[config.mk]
export PLATFORM = sky130hd
export DESIGN_NAME = crc_serial_divider_top
export DESIGN_NICKNAME = d
export VERILOG_FILES = /design/src/design/crcsd_pkg.sv /design/src/design/crc_serial_divider_top.sv /design/src/design/crcsd_cfg.sv /design/src/design/crcsd_step.sv
export SDC_FILE = /design/constraint.sdc
export NUM_CORES = 1
export LEC_CHECK = 0
export ABC_AREA = 1
export BUFFER_PORTS_ARGS = -buffer_cell sky130_fd_sc_hd__buf_2
export CAP_MARGIN = 10
export CORE_UTILIZATION = 25
export CTS_BUF_LIST = sky130_fd_sc_hd__clkbuf_4
export DETAILED_ROUTE_END_ITERATION = 6
export SETUP_SLACK_MARGIN = 0.02
export SYNTH_ARGS = -nofsm -noshare
export SYNTH_HDL_FRONTEND = slang
export SYNTH_HIERARCHICAL = 1
export SYNTH_SLANG_ARGS = --single-unit
[constraint.sdc]
create_clock -name clk -period 4.4 [get_ports clk]
set_clock_uncertainty 0.05 [all_clocks]
set_input_delay 0.44 -clock clk [delete_from_list [all_inputs] [get_ports clk]]
set_output_delay 0.44 -clock clk [all_outputs]
set_load 0.02 [all_outputs]
[src/design/crcsd_pkg.sv]
// Package for the serial CRC divider: transaction types, register indexes
// and reset values shared by the configuration block, the step logic and the top level.
// No dependencies.
package crcsd_pkg;

  localparam int MAX_DEGREE_DEF = 32;

  localparam int GEN_W    = 32;
  localparam int DEGREE_W = 6;
  localparam int CFG_IDX_W = 2;

  typedef enum logic [CFG_IDX_W-1:0] {
    REG_GENERATOR_LOW = 2'd0,
    REG_DEGREE        = 2'd1,
    REG_CHECK_MODE    = 2'd2
  } cfg_reg_t;

  localparam logic [GEN_W-1:0]    GEN_RESET    = 32'h04C1_1DB7;
  localparam logic [DEGREE_W-1:0] DEGREE_RESET = 6'd32;

  typedef struct packed {
    logic data_bit;
    logic last;
  } in_item_t;

  typedef struct packed {
    logic             quotient_bit;
    logic             frame_end;
    logic [GEN_W-1:0] remainder;
    logic             error;
  } out_item_t;

endpackage

[src/design/crc_serial_divider_top.sv]
// Top level of the serial CRC divider: input register, division step,
// partial remainder and output register. Depends on crcsd_pkg, crcsd_cfg, crcsd_step.
//
// Usage: one message bit per input transaction, most significant first, with
// last marking the final bit of a frame. Every input transaction yields one
// result transaction carrying the quotient bit; on the last bit the result
// also carries the remainder and the error flag, and the partial remainder
// clears for the next frame.
// The configuration channel (cfg_valid, cfg_ready, cfg_index, cfg_data) sets
// the generator, degree and mode; cfg_ready is always high, and writes are
// meant to happen while no transaction is in flight.
// A bit accepted into the input register passes through the division step
// into the output register, which drives out_valid. Throughput: one bit per
// cycle while out_stall is low; the shift-and-xor remainder feedback is combinational.
// When the receiver stalls, the output register holds its transaction; the
// input register keeps the next bit and in_stall rises only when both are full.
// Synchronous reset empties both registers, zeroes the partial remainder and
// restores the default generator (degree 32, encode mode).
module crc_serial_divider_top #(
  parameter int MAX_DEGREE = crcsd_pkg::MAX_DEGREE_DEF
) (
  input  logic                            clk,
  input  logic                            rst_n,
  input  logic                            in_valid,
  output logic                            in_stall,
  input  crcsd_pkg::in_item_t             in_data,
  output logic                            out_valid,
  input  logic                            out_stall,
  output crcsd_pkg::out_item_t            out_data,
  input  logic                            cfg_valid,
  output logic                            cfg_ready,
  input  logic [crcsd_pkg::CFG_IDX_W-1:0] cfg_index,
  input  logic [crcsd_pkg::GEN_W-1:0]     cfg_data
);
  import crcsd_pkg::*;

  localparam int EDW = $clog2(MAX_DEGREE + 1);

  logic [GEN_W-1:0]      generator_low;
  logic [EDW-1:0]        eff_degree;
  logic                  check_mode;

  logic                  in_vld_r;
  in_item_t              in_r;
  logic                  out_vld_r;
  out_item_t             out_r;
  logic [MAX_DEGREE-1:0] rem_r;
  logic [MAX_DEGREE-1:0] rem_nxt;
  out_item_t             result;
  logic                  out_free;
  logic                  advance;
  logic                  in_free;

  assign cfg_ready = 1'b1;

  crcsd_cfg #(
    .MAX_DEGREE (MAX_DEGREE),
    .EDW        (EDW)
  ) u_cfg (
    .clk           (clk),
    .rst_n         (rst_n),
    .wr_en         (cfg_valid & cfg_ready),
    .wr_index      (cfg_index),
    .wr_data       (cfg_data),
    .generator_low (generator_low),
    .eff_degree    (eff_degree),
    .check_mode    (check_mode)
  );

  crcsd_step #(
    .MAX_DEGREE (MAX_DEGREE),
    .EDW        (EDW)
  ) u_step (
    .rem           (rem_r),
    .item          (in_r),
    .generator_low (generator_low),
    .eff_degree    (eff_degree),
    .check_mode    (check_mode),
    .rem_nxt       (rem_nxt),
    .result        (result)
  );

  assign out_free = !out_vld_r || !out_stall;
  assign advance  = in_vld_r && out_free;
  assign in_free  = !in_vld_r || out_free;
  assign in_stall = !in_free;

  always_ff @(posedge clk) begin
    if (!rst_n) begin
      in_vld_r  <= 1'b0;
      out_vld_r <= 1'b0;
      rem_r     <= '0;
    end else begin
      if (in_free) begin
        in_vld_r <= in_valid;
      end
      if (out_free) begin
        out_vld_r <= in_vld_r;
      end
      // The partial remainder moves only when a bit passes to the output.
      if (advance) begin
        rem_r <= rem_nxt;
      end
    end
  end

  always_ff @(posedge clk) begin
    if (in_free && in_valid) begin
      in_r <= in_data;
    end
    if (advance) begin
      out_r <= result;
    end
  end

  assign out_valid = out_vld_r;
  assign out_data  = out_r;

endmodule

[src/design/crcsd_cfg.sv]
// Configuration registers of the serial CRC divider and the clamped
// effective degree derived from them. Depends on crcsd_pkg.
module crcsd_cfg #(
  parameter int MAX_DEGREE = crcsd_pkg::MAX_DEGREE_DEF,
  parameter int EDW        = $clog2(MAX_DEGREE + 1)
) (
  input  logic                           clk,
  input  logic                           rst_n,
  input  logic                           wr_en,
  input  logic [crcsd_pkg::CFG_IDX_W-1:0] wr_index,
  input  logic [crcsd_pkg::GEN_W-1:0]    wr_data,
  output logic [crcsd_pkg::GEN_W-1:0]    generator_low,
  output logic [EDW-1:0]                 eff_degree,
  output logic                           check_mode
);
  import crcsd_pkg::*;

  logic [GEN_W-1:0]    generator_r;
  logic [DEGREE_W-1:0] degree_r;
  logic                check_mode_r;

  always_ff @(posedge clk) begin
    if (!rst_n) begin
      generator_r  <= GEN_RESET;
      degree_r     <= DEGREE_RESET;
      check_mode_r <= 1'b0;
    end else if (wr_en) begin
      case (cfg_reg_t'(wr_index))
        REG_GENERATOR_LOW: generator_r  <= wr_data;
        REG_DEGREE:        degree_r     <= wr_data[DEGREE_W-1:0];
        REG_CHECK_MODE:    check_mode_r <= wr_data[0];
        default: ;
      endcase
    end
  end

  // A degree of zero acts as one; anything above the built width is cut to it.
  always_comb begin
    if (degree_r == '0) begin
      eff_degree = EDW'(1);
    end else if (int'(degree_r) > MAX_DEGREE) begin
      eff_degree = EDW'(MAX_DEGREE);
    end else begin
      eff_degree = EDW'(degree_r);
    end
  end

  assign generator_low = generator_r;
  assign check_mode    = check_mode_r;

endmodule

[src/design/crcsd_step.sv]
// One GF(2) long-division step of the serial CRC divider: quotient bit,
// next partial remainder and the result transaction. Depends on crcsd_pkg.
module crcsd_step #(
  parameter int MAX_DEGREE = crcsd_pkg::MAX_DEGREE_DEF,
  parameter int EDW        = $clog2(MAX_DEGREE + 1)
) (
  input  logic [MAX_DEGREE-1:0]       rem,
  input  crcsd_pkg::in_item_t         item,
  input  logic [crcsd_pkg::GEN_W-1:0] generator_low,
  input  logic [EDW-1:0]              eff_degree,
  input  logic                        check_mode,
  output logic [MAX_DEGREE-1:0]       rem_nxt,
  output crcsd_pkg::out_item_t        result
);
  import crcsd_pkg::*;

  localparam int IW = (MAX_DEGREE > 1) ? $clog2(MAX_DEGREE) : 1;
  localparam int XW = (MAX_DEGREE > GEN_W) ? MAX_DEGREE : GEN_W;

  logic [MAX_DEGREE-1:0] mask;
  logic [MAX_DEGREE-1:0] gen_w;
  logic [MAX_DEGREE-1:0] rem_m;
  logic [MAX_DEGREE-1:0] shifted;
  logic [MAX_DEGREE-1:0] rem_new;
  logic [XW-1:0]         gen_ext;
  logic [XW-1:0]         rem_ext;
  logic [EDW-1:0]        top_pos;
  logic [IW-1:0]         top_idx;
  logic                  top;
  logic                  q;

  always_comb begin
    for (int i = 0; i < MAX_DEGREE; i++) begin
      mask[i] = (i < int'(eff_degree));
    end
  end

  assign gen_ext = XW'(generator_low);
  assign gen_w   = gen_ext[MAX_DEGREE-1:0] & mask;
  assign rem_m   = rem & mask;
  assign top_pos = eff_degree - EDW'(1);
  assign top_idx = IW'(top_pos);
  assign top     = rem_m[top_idx];

  // In check mode the received bit enters the window; in encode mode it is
  // folded into the feedback, which stands for the appended zero padding.
  always_comb begin
    if (check_mode) begin
      q       = top;
      shifted = ((rem_m << 1) | MAX_DEGREE'(item.data_bit)) & mask;
    end else begin
      q       = top ^ item.data_bit;
      shifted = (rem_m << 1) & mask;
    end
    rem_new = q ? (shifted ^ gen_w) : shifted;
  end

  assign rem_ext = XW'(rem_new);

  always_comb begin
    result.quotient_bit = q;
    result.frame_end    = item.last;
    result.remainder    = item.last ? rem_ext[GEN_W-1:0] : '0;
    result.error        = item.last & (|rem_new);
  end

  assign rem_nxt = item.last ? '0 : rem_new;

endmodule
==> metrics.yaml, run 1 <==
first_pass_iters: 7
fill_cells: 2903
root_buffer: "clkbuf_4"
finalInstanceArea_mm2: 0.00740
die_h_um: 166
avgSynthCellArea_um2: 6.60
drive_above_1_share: 0.124
drc: 5
tightest_slew_ns: 1.13
violations: "design-rule violations"
place.gp.congestion: 0.932
min_path_type: "in -> reg"
cpPeakStageDelay_ns: 0.35
wire_per_inst_um: 14.1
io_pins: 79
rrSetupSlack_ns: 0.51
slew_viol_final: 0
path_depth: 24
peakVddDrop_mv: 0.109
drt-initial-drc-count: 466
area_growth_pct: 10.3
cts_tree: "yes"
syn_inst: 1016
synthesis.area_mm2: 0.00671
antenna_cells: 0
num_vias: 6207
grt_pass1_vias: 5621
wirelength_mm: 19.7
worstReg2RegEnd: "out_data[0]$_DFFE_PP_"
dp_hpwl_mm: 14.7
cts_buffer_depth: 2
die_w_um: 166
worst_path_most_repeated_cell: "nand2_1"
cpLargestDelayFamily: "simple AND/OR/NAND/NOR gates"
portBuffers: 77
viasPerCell: 4.44
syn-num-nets: 1061
endpoint: "out_data[0]$_DFFE_PP_"
relSlewSlack: 0.244
rr_worst_depth: 24
yosysSeqAreaShare: 0.383
worstPathRequired_ns: 4.59
final_common_cell: "nand2_1"
setup_viol: 0
final_antenna_net_count: 0
path_buf_inv: 3
gr-total-overflow: 0
cp_data_arrival_time_ns: 4.08
placed_area_mm2: 0.00727
leakage_uw: 0.00344
antenna_found_initial: 0
cts_inserted_buffers: 9
rr_startpoint: "u_cfg/degree_r[2]$_SDFFE_PN0P_"
grt_usage: 0.146
synth_top_area_share: 0.218
final_cell_mix: "nand2_1, nor2_1, nand3_1"
row_count: 59
start_util: 0.256
dieArea_mm2: 0.0275
crit_type: "reg -> reg"
htreeDepth: 3
cp_slowest_cell: "a21oi_1"
max-cap-violations: 0
hold_violations: 0
p_per_area_mw_per_mm2: 323
ys_warn_count: 6
fin_nets: 1103
synth.area.top_cells: "dfxtp_1, edfxtp_1, nand2_1"
synth-seq-cells: 110
setup.worst_path.start: "u_cfg/degree_r[2]$_SDFFE_PN0P_"
cp_max_fo: 23
post-synth-top-area-cell: "dfxtp_1"
coreArea_mm2: 0.0262
multiInputGateArea_mm2: 0.00331
tns_ns: 0
status: "complete, but fails checks"
grt_pass1_wl_mm: 31.6
clk_latency_ns: 0.50
regArea_mm2: 0.00257
grt_max_degree: 67
period_needed_ns: 3.89
rsz0062_at_grt: "false"
finalCritPeriodShare: 0.884
clk_pin_slew_ns: 0.18
synth_cell_types: 29
crit_chain: "nor2_1 -> nand3_1 -> a21oi_1 -> inv_2 -> ha_1 -> o21ai_1 -> nand2_1 -> inv_1 -> nand2_1 -> nand3_1 -> a21oi_1 -> nand2_1 -> nand3_2 -> nand3_2 -> nand2_2 -> buf_4 -> nand2_1 -> nand2_1 -> nor2_1 -> nand2_1 -> nor2_1 -> nand2_1 -> nor2_1 -> nor2_1"
max_freq_mhz: 257
numClockSinks: 110
startpoint_type: "register"
worst_setup_path_end_kind: "register"
## cell type report
type                            instances  share of cell area
Timing Repair Buffer                   88              0.0632
Clock inverter                          6             0.00659
Sequential cell                       110               0.348
Multi-Input combinational cell        714               0.447
Clock buffer                           10              0.0101
Inverter                              135              0.0685
Tap cell                              335              0.0566
## kinds of logic after synthesis
| group | after synthesis | synth area share |
|---|---|---|
| simple gates | 606 | 0.385 |
| buf+inv | 192 | 0.127 |
| flops | 110 | 0.383 |
| compound gates | 71 | 0.0556 |
| xor+xnor | 32 | 0.0418 |
| fa+ha+maj | 4 | 0.00746 |
| other cells | 1 | 0.000559 |
## per-layer routing
layer | routed length (µm) | part of all wire | vias up | global-route usage
met1 | 10700 | 0.54 | 2771 | 0.230
met3 | 1150 | 0.058 | 13 | 0.0269
li1 | - | - | 3246 | -
met2 | 7710 | 0.39 | 177 | 0.199
met5 | 0 | 0 | - | 0
met4 | 215 | 0.011 | 0 | 0.0325
## how the worst min path moves through the flow
stage                                                     from                              endpoint  slack [ns]  depth (start not counted)
after CTS                                           in_data[0]                     in_r[0]$_DFFE_PP_        0.04                          1
after global placement    u_cfg/generator_low[11]$_SDFFE_PN1P_  u_cfg/generator_low[11]$_SDFFE_PN1P_        0.39                          2
after global routing                                in_data[0]                     in_r[0]$_DFFE_PP_        0.03                          1
after detailed placement  u_cfg/generator_low[12]$_SDFFE_PN1P_  u_cfg/generator_low[12]$_SDFFE_PN1P_        0.41                          2
final                                               in_data[0]                     in_r[0]$_DFFE_PP_        0.08                          1
after floorplan            u_cfg/generator_low[0]$_SDFFE_PN1P_   u_cfg/generator_low[0]$_SDFFE_PN1P_        0.38                          2
## sequential cells by signal (all words and copies together), names as in the netlist
signal               count
out_data                35
rem_r                   32
u_cfg/generator_low     32
u_cfg/degree_r           6
in_r                     2
in_vld_r                 1
out_valid                1
u_cfg/check_mode         1
## Yosys cell counts (all sizes together)
master  instances
ha              4
edfxtp         37
dfxtp          73
xnor2          14
clkinv          1
xor2           18
nor3b           3
buf            39
nand3         132
nor2          193
nand3b         15
conb            1
nand4          10
a21oi          49
clkbuf         18
a31oi           5
o21ai          17
nand2         253
inv           134
## per-stage QoR
step / utilization / setup slack [ns] / total power (µW) / hold WS [ns] / std cells
6_report: 0.282 / 0.509 / 2390 / 0.0774 / 1398
5_1_grt: 0.282 / 0.0872 / 2550 / 0.0307 / 1398
4_1_cts: 0.282 / 0.220 / 2410 / 0.0389 / 1398
3_5_place_dp: 0.277 / 0.217 / 1920 / 0.413 / 1382
3_3_place_gp: 0.277 / 0.305 / 1920 / 0.393 / 1382
2_1_floorplan: - / 0.863 / 1730 / 0.379 / 1016
## what timing repair did
action	in CTS	in global routing
endpoints found under the setup margin	0	7
hold buffers	0	0
gates resized for setup	0	4
hold endpoints to repair	0	0
setup buffers	0	0
## power by group
part	switching, µW	internal (µW)	leakage, µW
Clock	361	128	0.0000645
Combinational	491	232	0.00242
Sequential	50.0	1130	0.000957
Power figures use the tool's default switching activity.
==> inputs of run 2 (changes only) <==
--- a/config.mk
+++ b/config.mk
@@ -14,5 +14,4 @@
 export SETUP_SLACK_MARGIN = 0.02
 export SYNTH_ARGS = -nofsm -noshare
 export SYNTH_HDL_FRONTEND = slang
-export SYNTH_HIERARCHICAL = 1
 export SYNTH_SLANG_ARGS = --single-unit
==> run 2 against run 1 <==
The run now ends clean. Fmax decreased by 2.4%. Total power fell by 8.5%. Clock-buffer cell count decreased by 1.
==> metrics.yaml, run 2 <==
status: "complete, no violations"
die_w_um: 159  # -4.1%
tns_ns: 0  # unchanged
tightest_slew_ns: 1.12  # -0.0159 ns
hold_buffers: 0  # unchanged
cp_slowest_cell: "dfxtp_2"
gr-total-overflow: 0  # unchanged
yosysMostFrequentCell: "nand2_1"
drive_above_1_share: 0.176  # +0.0514
final_common_cell: "nand2_1"
hold_violations: 0  # unchanged
worstPathRequired_ns: 4.57  # -0.02 ns
synth.area.top_cells: "dfxtp_1, edfxtp_1, nand2_1"
min_path_type: "in -> reg"
synth_edf_count: 37  # unchanged
antenna_found_initial: 1  # +1
avgSynthCellArea_um2: 7.34  # +11%
io_pins: 79  # unchanged
start_util: 0.254  # -0.00162
cts_tree: "yes"
ys_dominant_reg_cell: "dfxtp_1"
die_h_um: 159  # -4.1%
clk_pin_slew_ns: 0.17  # about the same
final_antenna_net_count: 0  # unchanged
power_uw: 2180  # -8.5%
area_growth_pct: 13.1
leakage_uw: 0.00293  # -15%
p_switching_uw: 699  # -22%
ys_async_sr_fraction: 0  # unchanged
switching_share: 0.320  # -0.0575
cp_data_arrival_time_ns: 4.16  # +0.08 ns
clk_latency_ns: 0.51  # about the same
coreArea_mm2: 0.0242  # -7.5%
setup_slack_ns: 0.414  # -0.0956 ns
p_int_uw: 1480  # about the same
final_cell_mix: "nand2_1, nor2_1, nand3_1"
cts_inserted_buffers: 9  # unchanged
yosysSeqAreaShare: 0.417  # +0.0336
period_needed_ns: 3.99  # +0.0956 ns
place.gp.congestion: 0.928  # -0.43%
setup_viol: 0  # unchanged
yosys-top-cells-count: "nand2_1, nor2_1, nand3_1"
worst_setup_path_end_kind: "register"
grt_usage: 0.145  # -0.00104
max-cap-violations: 0  # unchanged
synth-simple-area-share: 0.364  # -0.0203
drc: 0  # -5
syn_inst: 840  # -17%
grt_pass1_wl_mm: 28.7  # -9.2%
crit_type: "reg -> reg"
ys_warn_count: 0  # -6
p_clk_frac: 0.265  # +0.060
drt-initial-drc-count: 464  # -0.43%
cts_buffer_depth: 2  # unchanged
fin_util: 0.288  # +0.00531
wirelength_mm: 17.9  # -9.4%
num_vias: 5608  # -9.7%
relSlewSlack: 0.256  # +0.0114
crit_chain: "nor2_4 -> nand3_2 -> nand2_2 -> inv_1 -> ha_1 -> xor2_2 -> a21oi_1 -> a21oi_1 -> nand2_1 -> nand3_4 -> nand2_4 -> nand2_4 -> nand2_2 -> buf_12 -> nand2_1 -> nand2_1 -> nor2_1 -> nand2_1 -> nor2_1 -> nand2_1 -> nor2_1 -> nor2_1"
p_per_area_mw_per_mm2: 313  # -3.0%
startpoint_type: "register"
synthAdderAreaFrac: 0.00406  # -0.00340
fin_nets: 938  # -15%
grt_max_degree: 41  # -39%
muxShareOfSynthArea: 0  # unchanged
cpPeakStageDelay_ns: 0.44  # +0.09 ns
finalCritPeriodShare: 0.906  # +0.0217
max_freq_mhz: 251  # -2.4%
post-synth-top-area-cell: "dfxtp_1"
grt_pass1_vias: 5089  # -9.5%
rsz0062_at_grt: "false"
seq_power_share: 0.520  # +0.027
cp_max_fo: 38  # +65%
root_buffer: "clkbuf_4"
portBuffers: 77  # unchanged
worst_path_most_repeated_cell: "nand2_1"
place_ws_ns: 0.370  # +0.153 ns
dieArea_mm2: 0.0253  # -8.0%
slew_viol_final: 0  # unchanged
numClockSinks: 110  # unchanged
peakVddDrop_mv: 0.118  # +8.3%
synth_top_area_share: 0.237  # +0.0191
syn-num-nets: 883  # -17%
viasPerCell: 4.58  # +3.1%
synth_top_family_by_area: "simple AND/OR/NAND/NOR gates"
dp_hpwl_mm: 13.6  # -7.0%
first_pass_iters: 5  # -2
power_frac_comb: 0.215  # -0.088
largest_reg_flops: 35  # unchanged
synthXorXnorAreaFrac: 0.0467  # +0.00488
synth-seq-cells: 110  # unchanged
synthesis.area_mm2: 0.00617  # -8.1%
wire_per_inst_um: 14.6  # +3.4%
htreeDepth: 3  # unchanged
row_count: 57  # -3.4%
synth_compound_area_frac: 0.0972  # +0.0416
synth_cell_types: 38  # +31%
==> run 2: cell count changes in the layout (fill, tap and decap cells not counted), moves of 6 or more <==
| cell | previous run | this run |
|---|---|---|
| nor2_1 | 190 | 88 |
| inv_1 | 127 | 41 |
| nand3_1 | 130 | 83 |
| a21oi_1 | 47 | 78 |
| o21ai_0 | 8 | 30 |
| nand2_2 | 9 | 22 |
| nand2_4 | 0 | 10 |
| nand3b_1 | 15 | 7 |
| o21ai_1 | 8 | 0 |
| nand4_1 | 10 | 16 |
| xor2_1 | 18 | 12 |
==> run 2: per-layer routing <==
layer / track usage / part of all wire
met2: 0.200 / 0.41
met4: 0.0490 / 0.016
met5: 0 / 0
met1: 0.219 / 0.51
met3: 0.0297 / 0.066
==> run 2: final cells by class <==
class	instances	area, µm²
Fill cell	2715	17300
Antenna cell	1	2.50
Timing Repair Buffer	87	473
Sequential cell	110	2570
Clock inverter	7	96.3
Clock buffer	9	67.6
Inverter	47	179
Tap cell	324	405
Multi-Input combinational cell	640	3180
==> run 2: worst max-delay path: cells and delay by family (launching register included) <==
family / cells / cell delay, ns
xor gates and xnor gates: 1 / 0.42
buffers and inverters: 2 / 0.27
and+or+nand+nor: 16 / 1.91
adders and majority gates: 1 / 0.35
DFF: 1 / 0.44
AOI/OAI and AO/OA: 2 / 0.24
==> run 2: worst paths after layout <==
| kind | cells after the start | start | to | slack (ns) |
|---|---|---|---|---|
| worst min register to register | 2 | rem_r[23]$_SDFFE_PN0P_ | rem_r[23]$_SDFFE_PN0P_ | 0.43 |
| worst max-delay path | 22 | u_cfg.degree_r[5]$_SDFFE_PN1P_ | out_data[0]$_DFFE_PP_ | 0.41 |
| worst max register to register | 22 | u_cfg.degree_r[5]$_SDFFE_PN1P_ | out_data[0]$_DFFE_PP_ | 0.41 |
| worst min-delay path | 1 | in_data[0] | in_r[0]$_DFFE_PP_ | 0.04 |
==> run 2: power groups by stage <==
| stage | Clock [µW] | Combinational (µW) | Sequential [µW] |
|---|---|---|---|
| 2_1_floorplan | 0 | 342 | 1160 |
| 3_3_place_gp | 0 | 468 | 1160 |
| 3_5_place_dp | 0 | 467 | 1160 |
| 4_1_cts | 600 | 469 | 1130 |
| 5_1_grt | 634 | 525 | 1140 |
| 6_report | 579 | 469 | 1140 |
==> run 2: logic make-up (layout without fill, tap and decap cells) <==
group | Yosys count | after routing
AND/OR/NAND/NOR | 490 | 490
other | 1 | 2
AO/OA/AOI/OAI | 115 | 115
buffers and inverters | 90 | 150
adder cells (fa/ha/maj) | 2 | 2
XOR/XNOR | 32 | 32
flip-flops | 110 | 110
==> run 2: metrics by stage <==
step | hold slack, ns | cells | area, µm²
finish | 0.0434 | 1225 | 6980
global route | 0.0149 | 1225 | 6980
floorplan | 0.379 | 840 | 6170
CTS | 0.000478 | 1224 | 6970
global placement | 0.395 | 1208 | 6810
detailed placement | 0.411 | 1208 | 6810
==> run 2: repair_timing <==
| action | in CTS | in global routing |
|---|---|---|
| setup buffers | 0 | 0 |
| setup endpoints to repair | 0 | 1 |
| gates resized for setup | 0 | 1 |
==> inputs of run 3 (changes only) <==
--- a/config.mk
+++ b/config.mk
@@ -11,7 +11,7 @@
 export CORE_UTILIZATION = 25
 export CTS_BUF_LIST = sky130_fd_sc_hd__clkbuf_4
 export DETAILED_ROUTE_END_ITERATION = 6
-export SETUP_SLACK_MARGIN = 0.02
+export SETUP_SLACK_MARGIN = 0.5
 export SYNTH_ARGS = -nofsm -noshare
 export SYNTH_HDL_FRONTEND = slang
 export SYNTH_SLANG_ARGS = --single-unit
==> run 3 against run 2 <==
Non-clock buffer count rose by 3. First-iteration DRC count fell by 0.22%. Clock power barely moved. Die area did not move. Flip-flop and latch count did not move. Combinational power rose by 1%. Via count fell by 0.25%. Final cell count rose by 0.24%. Critical path depth rose by 3. Global-route usage barely moved.
==> metrics.yaml, run 3 (same netlist as run 2, synthesis figures left out) <==
antenna_found_initial: 1  # unchanged
p_clk_frac: 0.264  # about the same
switching_share: 0.320  # -0.000458
first_pass_iters: 5  # unchanged
startpoint_type: "register"
htreeDepth: 3  # unchanged
place.gp.congestion: 0.928  # unchanged
final_cell_mix: "nand2_1, nor2_1, nand3_1"
hold_violations: 0  # unchanged
area_growth_pct: 14.2
tightest_slew_ns: 1.11  # -0.00773 ns
worst_setup_path_end_kind: "register"
clk_latency_ns: 0.51  # about the same
wirelength_mm: 18.0  # +0.45%
dp_hpwl_mm: 13.6  # unchanged
tns_ns: 0  # unchanged
coreArea_mm2: 0.0242  # unchanged
drt-initial-drc-count: 463  # -0.22%
rr_startpoint: "u_cfg.degree_r[5]$_SDFFE_PN1P_"
p_per_area_mw_per_mm2: 311  # -0.78%
cts_tree: "yes"
cp_max_fo: 38  # unchanged
rr_worst_depth: 25  # +14%
min_to: "in_r[0]$_DFFE_PP_"
die_w_um: 159  # unchanged
power_frac_comb: 0.217  # +0.002
cts_inserted_buffers: 9  # unchanged
leakage_uw: 0.00295  # +0.65%
portBuffers: 77  # unchanged
start_util: 0.254  # unchanged
slew_viol_final: 0  # unchanged
relSlewSlack: 0.261  # +0.00516
gr-total-overflow: 0  # unchanged
cp_data_arrival_time_ns: 3.73  # -0.43 ns
seq_power_share: 0.519  # about the same
setup_viol: 0  # unchanged
hold_path_startpoint: "in_data[0]"
grt_pass1_wl_mm: 28.7  # about the same
die_h_um: 159  # unchanged
hold_buffers: 0  # unchanged
cts_buffer_depth: 2  # unchanged
placed_area_mm2: 0.00681  # unchanged
largest_reg_flops: 35  # unchanged
root_buffer: "clkbuf_4"
grt_max_degree: 41  # unchanged
final_common_cell: "nand2_1"
wire_per_inst_um: 14.6  # +0.21%
num_vias: 5594  # -0.25%
fin_util: 0.291  # +0.00289
min_path_type: "in -> reg"
hold_depth: 1  # unchanged
p_int_uw: 1490  # +0.29%
peakVddDrop_mv: 0.117  # -0.84%
clk_pin_slew_ns: 0.17  # about the same
max-cap-violations: 0  # unchanged
io_pins: 79  # unchanged
grt_pass1_vias: 5088  # -0.020%
finalCritPeriodShare: 0.809  # -0.0966
numClockSinks: 110  # unchanged
period_needed_ns: 3.56  # -0.425 ns
rrSetupSlack_ns: 0.84  # +0.43 ns
max_freq_mhz: 281  # +12%
worstReg2RegEnd: "out_data[0]$_DFFE_PP_"
status: "complete, no violations"
dieArea_mm2: 0.0253  # unchanged
viasPerCell: 4.56  # -0.49%
p_switching_uw: 700  # about the same
drc: 0  # unchanged
row_count: 57  # unchanged
finalInstanceArea_mm2: 0.00705  # +1.0%
rsz0062_at_grt: "false"
worstPathRequired_ns: 4.57  # about the same
grt_usage: 0.145  # +0.000168
fin_nets: 941  # +0.32%
final_antenna_net_count: 0  # unchanged
drive_above_1_share: 0.184  # +0.00828
crit_type: "reg -> reg"
-- run 3: area by class of cell --
class / instances / area, µm²
inverter: 47 / 179
sequential: 110 / 2580
clock inverter: 7 / 96.3
antenna: 1 / 2.50
clock buffer: 9 / 67.6
fill: 2708 / 17200
multi-input combinational: 640 / 3220
tap: 324 / 405
timing repair buffer: 90 / 495
-- run 3: metrics by stage --
step / total power [µW] / worst slack, ns / hold slack [ns] / cells
4_1_cts: 2210 / 0.579 / 0.000478 / 1224
6_report: 2190 / 0.839 / 0.0454 / 1228
5_1_grt: 2310 / 0.538 / 0.0149 / 1228
3_5_place_dp: 1620 / 0.370 / 0.411 / 1208
3_3_place_gp: 1620 / 0.440 / 0.395 / 1208
2_1_floorplan: 1510 / 1.04 / 0.379 / 840
-- run 3: worst max-delay path by stage --
stage                                        start                     to  slack (ns)  depth (start not counted)
floorplan           u_cfg.degree_r[5]$_SDFFE_PN1P_  out_data[0]$_DFFE_PP_        1.04                         26
global placement    u_cfg.degree_r[5]$_SDFFE_PN1P_  out_data[0]$_DFFE_PP_        0.44                         25
detailed placement  u_cfg.degree_r[5]$_SDFFE_PN1P_  out_data[0]$_DFFE_PP_        0.37                         25
CTS                 u_cfg.degree_r[5]$_SDFFE_PN1P_  out_data[0]$_DFFE_PP_        0.58                         26
global route        u_cfg.degree_r[5]$_SDFFE_PN1P_  out_data[0]$_DFFE_PP_        0.54                         26
finish              u_cfg.degree_r[5]$_SDFFE_PN1P_  out_data[0]$_DFFE_PP_        0.84                         25
-- run 3: metal layers --
metal / wire [µm] / up-vias / global-route usage
met4: 306 / 0 / 0.0490
met1: 9230 / 2515 / 0.219
met2: 7320 / 194 / 0.200
li1: - / 2867 / -
met5: 0 / - / 0
met3: 1090 / 18 / 0.0297
-- run 3: worst max-delay path, cell delays in order, from the launching register on --
cell and delay, ns:
dfxtp_4 0.48, inv_4 0.12, nand2_2 0.13, nand2_4 0.12, ha_4 0.20, inv_1 0.19
nand3_1 0.17, nand2_1 0.12, nand2_1 0.05, nand2_1 0.07, nand2_1 0.05, nand3_1 0.08
nand3_1 0.10, nand3_2 0.13, nand2_4 0.06, nand2_4 0.10, nand2_2 0.07, buf_12 0.18
nand2_1 0.12, nand2_1 0.07, nor2_1 0.11, nand2_1 0.09, nor2_1 0.10, nand2_1 0.12
nor2_1 0.13, nor2_1 0.05
-- run 3: power groups by stage --
stage	Sequential (µW)	Clock [µW]	Combinational, µW
CTS	1130	600	470
finish	1130	579	475
detailed placement	1160	0	467
global placement	1160	0	468
floorplan	1160	0	342
global route	1140	634	531
-- run 3: repair_timing --
item / CTS / global route
endpoints found under the setup margin: 1 / 1
setup buffers: 0 / 3
pin swaps: 0 / 1
resized for setup: 3 / 8
